`src/rtl/ckp_pkg.sv`:
```
// Shared types, codes and decode tables for the keyer host command parser.
package ckp_pkg;

    typedef enum logic [1:0] {
        PH_IDLE   = 2'd0,
        PH_ADMIN  = 2'd1,
        PH_PARAM1 = 2'd2,
        PH_PARAM2 = 2'd3
    } phase_t;

    // Admin subcommands.
    localparam logic [7:0] SUB_RESET = 8'h01;
    localparam logic [7:0] SUB_OPEN  = 8'h02;
    localparam logic [7:0] SUB_CLOSE = 8'h03;
    localparam logic [7:0] SUB_ECHO  = 8'h04;

    // Command bytes with special handling.
    localparam logic [4:0] CMD_ADMIN = 5'h00;
    localparam logic [4:0] CMD_PTT   = 5'h04;
    localparam logic [4:0] CMD_CLEAR = 5'h0A;

    // Byte class limits.
    localparam logic [7:0] CMD_MAX  = 8'h1F;
    localparam logic [7:0] TEXT_MAX = 8'h7F;

    // Event codes.
    localparam logic [3:0] EV_NONE     = 4'd0;
    localparam logic [3:0] EV_OPEN     = 4'd1;
    localparam logic [3:0] EV_CLOSE    = 4'd2;
    localparam logic [3:0] EV_CLEAR    = 4'd3;
    localparam logic [3:0] EV_SPEED    = 4'd4;
    localparam logic [3:0] EV_SIDETONE = 4'd5;
    localparam logic [3:0] EV_WEIGHT   = 4'd6;
    localparam logic [3:0] EV_PINS     = 4'd7;
    localparam logic [3:0] EV_MODE     = 4'd8;
    localparam logic [3:0] EV_KEY      = 4'd9;
    localparam logic [3:0] EV_PAUSE    = 4'd10;
    localparam logic [3:0] EV_PTT      = 4'd11;
    localparam logic [3:0] EV_TEXT     = 4'd12;

    localparam logic [7:0] VERSION_RESET = 8'd31;

    typedef struct packed {
        phase_t     phase;
        logic [4:0] pending_command;
        logic [7:0] held_parameter;
        logic       session_active;
    } parser_state_t;

    typedef struct packed {
        logic [7:0] reply_byte;
        logic       reply_valid;
        logic [7:0] arg_second;
        logic [7:0] arg_first;
        logic [3:0] event_code;
    } result_t;

    // Number of parameter bytes that follow a command byte.
    function automatic logic [1:0] param_bytes(input logic [4:0] cmd);
        logic [1:0] n;
        unique case (cmd)
            5'h01, 5'h02, 5'h03, 5'h05, 5'h06,
            5'h09, 5'h0B, 5'h0C, 5'h0D, 5'h0E: n = 2'd1;
            CMD_PTT:                           n = 2'd2;
            default:                           n = 2'd0;
        endcase
        return n;
    endfunction

    // Event raised by a one-parameter command once its parameter arrives.
    function automatic logic [3:0] single_event(input logic [4:0] cmd);
        logic [3:0] ev;
        unique case (cmd)
            5'h02:   ev = EV_SPEED;
            5'h01:   ev = EV_SIDETONE;
            5'h03:   ev = EV_WEIGHT;
            5'h09:   ev = EV_PINS;
            5'h0E:   ev = EV_MODE;
            5'h0B:   ev = EV_KEY;
            5'h06:   ev = EV_PAUSE;
            default: ev = EV_NONE;
        endcase
        return ev;
    endfunction

endpackage

```
`src/rtl/ckp_decode.sv`:
```
// Byte decoder: next parser state and the result for one host byte.
module ckp_decode
(
    input  ckp_pkg::parser_state_t state,
    input  logic [7:0]             host_byte,
    input  logic [7:0]             version_byte,
    output ckp_pkg::parser_state_t state_next,
    output ckp_pkg::result_t       result
);

    logic [3:0] single_ev;

    assign single_ev = ckp_pkg::single_event(state.pending_command);

    always_comb
    begin
        state_next = state;
        result     = '0;

        unique case (state.phase)
            ckp_pkg::PH_IDLE:
            begin
                if (host_byte <= ckp_pkg::CMD_MAX)
                begin
                    if (host_byte[4:0] == ckp_pkg::CMD_ADMIN)
                    begin
                        state_next.phase = ckp_pkg::PH_ADMIN;
                    end
                    else if (ckp_pkg::param_bytes(host_byte[4:0]) != 2'd0)
                    begin
                        state_next.pending_command = host_byte[4:0];
                        state_next.phase           = ckp_pkg::PH_PARAM1;
                    end
                    else if (state.session_active &&
                             host_byte[4:0] == ckp_pkg::CMD_CLEAR)
                    begin
                        result.event_code = ckp_pkg::EV_CLEAR;
                    end
                end
                else if (host_byte <= ckp_pkg::TEXT_MAX)
                begin
                    if (state.session_active)
                    begin
                        result.event_code = ckp_pkg::EV_TEXT;
                        result.arg_first  = host_byte;
                    end
                end
            end

            ckp_pkg::PH_ADMIN:
            begin
                state_next.phase = ckp_pkg::PH_IDLE;
                if (host_byte == ckp_pkg::SUB_OPEN)
                begin
                    state_next.session_active = 1'b1;
                    result.event_code         = ckp_pkg::EV_OPEN;
                    result.reply_valid        = 1'b1;
                    result.reply_byte         = version_byte;
                end
                else if (host_byte == ckp_pkg::SUB_CLOSE)
                begin
                    state_next.session_active = 1'b0;
                    result.event_code         = ckp_pkg::EV_CLOSE;
                end
                else if (host_byte == ckp_pkg::SUB_RESET)
                begin
                    state_next.session_active = 1'b0;
                end
                else if (host_byte == ckp_pkg::SUB_ECHO)
                begin
                    // The echo marker reuses the parameter slot.
                    state_next.pending_command = ckp_pkg::CMD_ADMIN;
                    state_next.held_parameter  = ckp_pkg::SUB_ECHO;
                    state_next.phase           = ckp_pkg::PH_PARAM1;
                end
            end

            ckp_pkg::PH_PARAM1:
            begin
                state_next.phase = ckp_pkg::PH_IDLE;
                if (state.pending_command == ckp_pkg::CMD_ADMIN &&
                    state.held_parameter == ckp_pkg::SUB_ECHO)
                begin
                    result.reply_valid = 1'b1;
                    result.reply_byte  = host_byte;
                end
                else if (ckp_pkg::param_bytes(state.pending_command) == 2'd2)
                begin
                    if (state.session_active)
                    begin
                        state_next.held_parameter = host_byte;
                    end
                    state_next.phase = ckp_pkg::PH_PARAM2;
                end
                else if (state.session_active)
                begin
                    result.event_code = single_ev;
                    if (single_ev == ckp_pkg::EV_KEY || single_ev == ckp_pkg::EV_PAUSE)
                    begin
                        result.arg_first = {7'd0, host_byte != 8'd0};
                    end
                    else if (single_ev != ckp_pkg::EV_NONE)
                    begin
                        result.arg_first = host_byte;
                    end
                end
            end

            ckp_pkg::PH_PARAM2:
            begin
                state_next.phase = ckp_pkg::PH_IDLE;
                if (state.session_active && state.pending_command == ckp_pkg::CMD_PTT)
                begin
                    result.event_code = ckp_pkg::EV_PTT;
                    result.arg_first  = state.held_parameter;
                    result.arg_second = host_byte;
                end
            end

            default:
            begin
                state_next.phase = ckp_pkg::PH_IDLE;
            end
        endcase
    end

endmodule

```
`src/rtl/cw_keyer_host_command_parser.sv`:
```
// Top level of the keyer host command parser: input stage, parser state and result stage.
//
// The parser takes one host byte per clock unless stalled and gives exactly one result per
// byte, in order. A byte is captured in the input register, decoded against the parse state
// in a single short pass, and the result moves to the output register once that one is free.
// Sustained throughput is one byte per cycle while results are taken, set by the single
// decode stage between the two registers; the input side keeps accepting while a finished
// result waits, and stalls only when both registers are full and the waiting result is not
// being taken. The version byte is written through the cfg port, which is always ready, and
// must only be written while the parser holds no byte in flight.
module cw_keyer_host_command_parser
(
    input  logic        clk,
    input  logic        rst_n,
    input  logic        s_tvalid,
    output logic        s_tready,
    input  logic [7:0]  s_tdata,   // [7:0] host_byte
    output logic        m_tvalid,
    input  logic        m_tready,
    output logic [31:0] m_tdata,   // [3:0] event_code, [11:4] arg_first,
                                   // [19:12] arg_second, [20] reply_valid,
                                   // [28:21] reply_byte, [31:29] zero
    input  logic        cfg_valid,
    output logic        cfg_ready,
    input  logic [7:0]  cfg_data
);

    logic                   in_valid_reg;
    logic [7:0]             in_byte_reg;
    logic                   out_valid_reg;
    ckp_pkg::result_t       out_result_reg;
    ckp_pkg::parser_state_t state_reg;
    ckp_pkg::parser_state_t state_next;
    ckp_pkg::result_t       result_next;
    logic [7:0]             version_reg;
    logic                   advance;

    assign advance   = !out_valid_reg || m_tready;
    assign s_tready  = !in_valid_reg || advance;
    assign cfg_ready = 1'b1;
    assign m_tvalid  = out_valid_reg;
    assign m_tdata   = {3'd0, out_result_reg};

    ckp_decode u_decode
    (
        .state        (state_reg),
        .host_byte    (in_byte_reg),
        .version_byte (version_reg),
        .state_next   (state_next),
        .result       (result_next)
    );

    always_ff @(posedge clk or negedge rst_n)
    begin
        if (!rst_n)
        begin
            in_valid_reg  <= 1'b0;
            out_valid_reg <= 1'b0;
            state_reg     <= '{phase: ckp_pkg::PH_IDLE, pending_command: 5'd0,
                               held_parameter: 8'd0, session_active: 1'b0};
            version_reg   <= ckp_pkg::VERSION_RESET;
        end
        else
        begin
            if (s_tready)
            begin
                in_valid_reg <= s_tvalid;
            end
            if (advance)
            begin
                out_valid_reg <= in_valid_reg;
                if (in_valid_reg)
                begin
                    state_reg <= state_next;
                end
            end
            if (cfg_valid)
            begin
                version_reg <= cfg_data;
            end
        end
    end

    always_ff @(posedge clk)
    begin
        if (s_tready)
        begin
            in_byte_reg <= s_tdata;
        end
        if (advance && in_valid_reg)
        begin
            out_result_reg <= result_next;
        end
    end

endmodule

```
`config.mk`:
```
export PLATFORM = sky130hd
export DESIGN_NAME = cw_keyer_host_command_parser
export DESIGN_NICKNAME = d
export VERILOG_FILES = /design/src/rtl/ckp_pkg.sv /design/src/rtl/ckp_decode.sv /design/src/rtl/cw_keyer_host_command_parser.sv
export SDC_FILE = /design/constraint.sdc
export NUM_CORES = 1
export LEC_CHECK = 0
export ABC_AREA = 1
export BUFFER_PORTS_ARGS = -buffer_cell sky130_fd_sc_hd__buf_2
export CORE_MARGIN = 10
export CORE_UTILIZATION = 57
export DETAILED_ROUTE_END_ITERATION = 10
export GPL_TIMING_DRIVEN = 0
export HOLD_SLACK_MARGIN = 0.12
export PLACE_DENSITY_LB_ADDON = 0.12
export RECOVER_POWER = 50
export SYNTH_ARGS = -nofsm -noshare
export SYNTH_HDL_FRONTEND = slang
export SYNTH_SLANG_ARGS = --single-unit
```
`constraint.sdc`:
```
create_clock -name clk -period 2.4 [get_ports clk]
set_input_delay 0.48 -clock clk [delete_from_list [all_inputs] [get_ports clk]]
set_output_delay 0.48 -clock clk [all_outputs]
set_load 0.02 [all_outputs]
```
==> impl_metrics.py, run 1 <==
metrics = {
    "worst_setup_path": {
        "endpoint_kind": "flop",
        "path_cells": "nand2_1 -> nor2_1 -> inv_1 -> o21ai_1 -> inv_1 -> ha_1 -> inv_1 -> nor2_1 -> a211oi_1 -> a21oi_1",
        "path_buf_inv": 3,
        "path_class": "reg -> reg",
        "regToRegStartpoint": "m_tvalid",
        "r2r_cells": 10,
        "r2r_setup_slack_ns": 0.24,
        "worst_path_dominant_cell_family": "compound AO/OA/AOI/OAI gates",
        "critPathRequiredTime_ns": 2.63,
        "cp_max_fo": 14,
        "worstPathArrival_ns": 2.39,
        "start_kind": "flop",
        "cpMostUsedCell": "inv_1",
        "cp_slowest_stage_delay_ns": 0.41,
        "slowest_stage": "dfrtp_1",
    },
    "floorplanning": {
        "start_util": 0.591,
        "dieHeight_um": 98.6,
        "ios": 56,
        "die-width_um": 98.6,
        "dieArea_um2": 9720,
        "std_cell_rows": 28,
        "coreArea_um2": 5960,
    },
    "synth": {
        "yosys_register_bits": 65,
        "async_reset_ff_frac": 0.400,
        "synth_cell_type_count": 42,
        "synthFlopType": "edfxtp_1",
        "syn-cell-area_um2": 3520,
        "synth_edf_count": 37,
        "synth.avg_cell_area_um2": 9.03,
        "yosysSeqAreaShare": 0.514,
        "ys_warn_count": 0,
        "syn-instance-count": 390,
    },
    "global_routing": {
        "use_met1": 0.194,
        "grt_pass1_wl_um": 13000,
        "met2_usage": 0.263,
        "grt_use_met3": 0.0608,
        "grt_antenna_before_repair": 0,
        "grt-ovfl-total": 0,
        "busiest_layer": "met2",
        "grt_pass1_vias": 2776,
        "track_usage": 0.164,
        "grt_max_degree": 34,
    },
    "sta": {
        "fmax_mhz": 463,
        "worst_slack_ns": 0.242,
        "fin_skew_ns": 0.0109,
        "rsz0062_at_grt": "no",
        "slew_viol_final": 0,
        "period_needed_ns": 2.16,
        "hold_viol_final": 0,
        "finalCritPeriodShare": 0.899,
        "slew_headroom": 0.0556,
        "tightest_slew_ns": 1.42,
        "final-setup-viol-count": 0,
    },
    "layout": {
        "diodes": 0,
        "drive_gt1_frac": 0.183,
        "layout.cells.non_filler": 533,
        "largest_reg_flops": 29,
        "final_cell_mix": "nand2_1, inv_1, nor2_1",
        "mostFrequentLayoutCell": "nand2_1",
        "syn_to_final_growth_pct": 15.9,
        "final_nets": 485,
    },
    "drt": {
        "firstDrtPassIters": 4,
        "wl_um": 7950,
        "viasPerCell": 5.25,
        "wl_per_cell_um": 14.9,
        "num_vias": 2796,
        "drc_errors": 0,
        "ant_nets": 0,
        "drt_iter0_markers": 132,
    },
    "clock_network": {
        "cts_sinks": 65,
        "clk_pin_slew_ns": 0.08,
        "cts_root_buf": "clkbuf_8",
        "clock_tree.buffer_depth": 2,
        "ctsHtreeMaxLevel": 3,
        "clk_latency_ns": 0.35,
        "post_cts_buffers": 0,
        "cts_tree": "done",
        "cts_made_buffers": 9,
    },
    "flow_run": {
        "cap_violations": 0,
    },
    "placed_design": {
        "place_congestion": 0.900,
        "post-place-ws_ns": -0.115,
        "dp.cells": 517,
        "io_buffers": 50,
        "dp_hpwl_um": 5810,
    },
    "pwr": {
        "peakVddDrop_v": 0.000684,
        "power_density_nw_per_um2": 971,
        "p_leak_nw": 1.81,
    },
    "worst_hold_path": {
        "hold_path_depth": 1,
        "holdPathEnd": "in_byte_reg[5]",
        "min_from": "s_tdata[5]",
        "hold_class": "in -> reg",
    },
    "status": {
        "outcome": "completed",
    },
}
## worst max path at each step
stage / slack, ns / from / to / cells after the start
2_1_floorplan: 0.24 / m_tready / flop / 11
3_3_place_gp: -0.04 / m_tready / flop / 12
3_5_place_dp: -0.11 / m_tready / flop / 12
4_1_cts: 0.12 / m_tvalid / state_reg[12] / 6
5_1_grt: 0.008 / m_tvalid / flop / 10
6_report: 0.24 / m_tvalid / flop / 10
## power breakdown
group	internal [mW]	switching, mW	total (mW)
Clock	0.701	0.469	1.17
Combinational	0.408	0.869	1.28
Sequential	1.36	0.151	1.51
## cell families after synthesis
logic type | after synthesis | share of synthesized area
adders and majority gates | 11 | 0.0391
and+or+nand+nor | 188 | 0.243
AOI/OAI and AO/OA | 52 | 0.0942
buffers and inverters | 64 | 0.0821
DFF | 65 | 0.514
muxes | 8 | 0.0256
other | 2 | 0.00213
## final cells by class
class,instances,area (µm²)
plain buffers,13,97.6
clock buffers,9,124
clock inverters,7,125
fillers,534,1880
inverters,51,191
multi-input cells,263,1430
flip-flops and latches,65,1810
well taps,75,93.8
repair buffers,50,209
## stage by stage
step | util | setup TNS [ns] | total power [mW] | hold WS (ns) | cell area [µm²]
floorplan | - | 0 | 2.49 | 0.184 | 3530
global placement | 0.650 | -0.123 | 2.77 | 0.472 | 3870
detailed placement | 0.650 | -0.406 | 2.80 | 0.478 | 3870
CTS | 0.692 | 0 | 3.96 | 0.137 | 4120
global route | 0.685 | 0 | 4.20 | 0.292 | 4080
finish | 0.685 | 0 | 3.96 | 0.299 | 4080
## timing repair
action	4_1_cts	5_1_grt
resized for setup	0	2
endpoints found under the setup margin	0	6
hold buffers	0	0
## cells in the mapped netlist, types with 2 or more instances
| master | count | area (µm²) |
|---|---|---|
| nand2_1 | 87 | 327 |
| inv_1 | 45 | 169 |
| nor2_1 | 42 | 158 |
| edfxtp_1 | 37 | 1110 |
| nand3_1 | 31 | 155 |
| a21oi_1 | 21 | 105 |
| dfrtp_1 | 21 | 526 |
| ha_1 | 11 | 138 |
| mux2_2 | 8 | 90.1 |
| o21ai_1 | 8 | 40.0 |
| o21ai_2 | 8 | 70.1 |
| nand4_1 | 6 | 37.5 |
| buf_4 | 5 | 37.5 |
| dfstp_2 | 5 | 131 |
| nor3_1 | 5 | 25.0 |
| o21ai_0 | 5 | 25.0 |
| or2_2 | 4 | 25.0 |
| buf_6 | 3 | 33.8 |
| clkinv_1 | 3 | 11.3 |
| inv_2 | 3 | 11.3 |
| nand2_2 | 3 | 18.8 |
| nor2_2 | 3 | 18.8 |
| a31oi_1 | 2 | 12.5 |
| clkbuf_1 | 2 | 7.51 |
| clkbuf_2 | 2 | 10.0 |
| conb_1 | 2 | 7.51 |
| dfxtp_1 | 2 | 40.0 |
| nor4_1 | 2 | 12.5 |
## per-layer routing
layer / up-vias / part of all wire / wire length (µm)
met5: - / 0 / 0
met4: 0 / 0.011 / 86
met3: 9 / 0.071 / 562
met2: 86 / 0.48 / 3810
met1: 1296 / 0.44 / 3490
li1: 1405 / - / -
(Power assumes the default switching activity.)
==> inputs of run 2 (changes only) <==
--- a/config.mk
+++ b/config.mk
@@ -12,7 +12,7 @@
 export DETAILED_ROUTE_END_ITERATION = 10
 export GPL_TIMING_DRIVEN = 0
 export HOLD_SLACK_MARGIN = 0.12
-export PLACE_DENSITY_LB_ADDON = 0.12
+export PLACE_DENSITY = 0.87
 export RECOVER_POWER = 50
 export SYNTH_ARGS = -nofsm -noshare
 export SYNTH_HDL_FRONTEND = slang
==> run 2 against run 1 <==
Against the previous run: sequential share of layout area about the same; largest cell class unchanged; critical path type unchanged; die area unchanged; fmax down 0.10%; clock skew is 0.0056 ns lower; clock-buffer cell count stayed put; flip-flop and latch count is the same.
==> impl_metrics.py, run 2 (synthesis gave the netlist of run 1 again) <==
metrics = {
    "sta": {
        "rsz0062_at_grt": "no",
        "hold_viol_final": 0,
        "slew_headroom": 0.0583,
        "final-setup-viol-count": 0,
        "worst_slack_ns": 0.240,
        "slew_viol_final": 0,
        "fin_skew_ns": 0.00538,
        "period_needed_ns": 2.16,
        "finalCritPeriodShare": 0.900,
        "fmax_mhz": 463,
        "tightest_slew_ns": 1.41,
    },
    "pwr": {
        "p_leak_nw": 1.81,
        "total_power_mw": 3.96,
        "peakVddDrop_v": 0.000625,
        "power_density_nw_per_um2": 971,
    },
    "layout": {
        "final_nets": 485,
        "mostFrequentLayoutCell": "nand2_1",
        "final_cell_mix": "nand2_1, inv_1, nor2_1",
        "postLayoutCoreUtil": 0.686,
        "finalInstanceArea_um2": 4080,
        "largest_reg_flops": 29,
        "syn_to_final_growth_pct": 16.0,
        "drive_gt1_frac": 0.186,
        "fill_cells": 490,
        "diodes": 0,
    },
    "floorplanning": {
        "ios": 56,
        "std_cell_rows": 28,
        "dieHeight_um": 98.6,
        "dieArea_um2": 9720,
        "start_util": 0.591,
        "die-width_um": 98.6,
        "coreArea_um2": 5960,
    },
    "global_routing": {
        "grt_antenna_before_repair": 0,
        "grt_pass1_vias": 2934,
        "track_usage": 0.167,
        "grt_pass1_wl_um": 13400,
        "grt-ovfl-total": 0,
        "grt_max_degree": 34,
    },
    "clock_network": {
        "cts_hold_buf": 0,
        "ctsResizeCount": 0,
        "post_cts_buffers": 0,
        "cts_tree": "done",
        "clk_pin_slew_ns": 0.08,
        "clk_latency_ns": 0.35,
        "cts_sinks": 65,
        "ctsHtreeMaxLevel": 3,
        "clock_tree.buffer_depth": 2,
        "cts_made_buffers": 9,
        "cts_root_buf": "clkbuf_8",
    },
    "placed_design": {
        "place_area_um2": 3870,
        "io_buffers": 50,
        "post-place-ws_ns": -0.0758,
        "place_congestion": 0.899,
        "dp_hpwl_um": 5880,
    },
    "drt": {
        "wl_per_cell_um": 15.0,
        "drc_errors": 0,
        "drt_iter0_markers": 265,
        "viasPerCell": 5.36,
        "wl_um": 8000,
        "ant_nets": 0,
        "firstDrtPassIters": 7,
        "num_vias": 2858,
    },
    "flow_run": {
        "cap_violations": 0,
    },
    "worst_setup_path": {
        "path_class": "reg -> reg",
        "critPathRequiredTime_ns": 2.63,
        "start_kind": "flop",
        "worstPathArrival_ns": 2.39,
        "endpoint_kind": "flop",
        "cp_max_fo": 33,
    },
    "status": {
        "outcome": "completed",
    },
    "worst_hold_path": {
        "hold_class": "in -> reg",
    },
}
[run 2: cell types whose count changed in the layout (fill, tap and decap cells not counted), sizes merged]
cell and delta:
clkinvlp +1, buf +1, clkbuf -1, clkinv -1
[run 2: report_power, final]
part | switching [mW] | internal, mW | leakage (nW) | total [mW]
clock | 0.467 | 0.702 | 0.122 | 1.17
sequential | 0.148 | 1.36 | 0.708 | 1.51
combinational | 0.870 | 0.412 | 0.976 | 1.28
total | 1.49 | 2.48 | 1.81 | 3.96
[run 2: worst paths after layout]
check,slack (ns),startpoint,to,depth (start not counted)
max,0.24,m_tvalid,state_reg[12],6
min,0.31,s_tdata[6],in_byte_reg[6],1
max reg2reg,0.24,m_tvalid,state_reg[12],6
min reg2reg,0.51,state_reg[2],state_reg[2],2
max in group asynchronous,1.13,rst_n,state_reg[15],1
min in group asynchronous,0.45,rst_n,version_reg[5],1
[run 2: per-stage QoR]
step           hold slack [ns]  TNS, ns  cells
5_1_grt                  0.286        0    533
3_3_place_gp             0.484  -0.0266    517
2_1_floorplan            0.184        0    392
3_5_place_dp             0.494   -0.389    517
4_1_cts                  0.127        0    533
6_report                 0.305        0    533
[run 2: area by class of cell]
cell class | count | area, µm² | area share
flip-flops and latches | 65 | 1810 | 0.443
multi-input cells | 263 | 1430 | 0.351
repair buffers | 50 | 210 | 0.0515
inverters | 51 | 191 | 0.0469
clock inverters | 7 | 126 | 0.0310
clock buffers | 9 | 124 | 0.0303
plain buffers | 13 | 97.6 | 0.0239
well taps | 75 | 93.8 | 0.0230
[run 2: metal layers]
layer | GRT usage | share of wire | up-vias | wire (µm)
li1 | - | - | 1406 | -
met1 | 0.194 | 0.42 | 1311 | 3370
met2 | 0.268 | 0.47 | 120 | 3740
met3 | 0.0538 | 0.084 | 21 | 669
met4 | 0.0904 | 0.027 | 0 | 220
met5 | 0 | 0 | - | 0
[run 2: critical path: stages, from the launching register on]
cell and delay [ns]:
dfrtp_1 0.43, a21oi_4 0.86, o21ai_1 0.25, nor2_1 0.21, nand2_1 0.14, nand2_1 0.09
o21ai_1 0.06
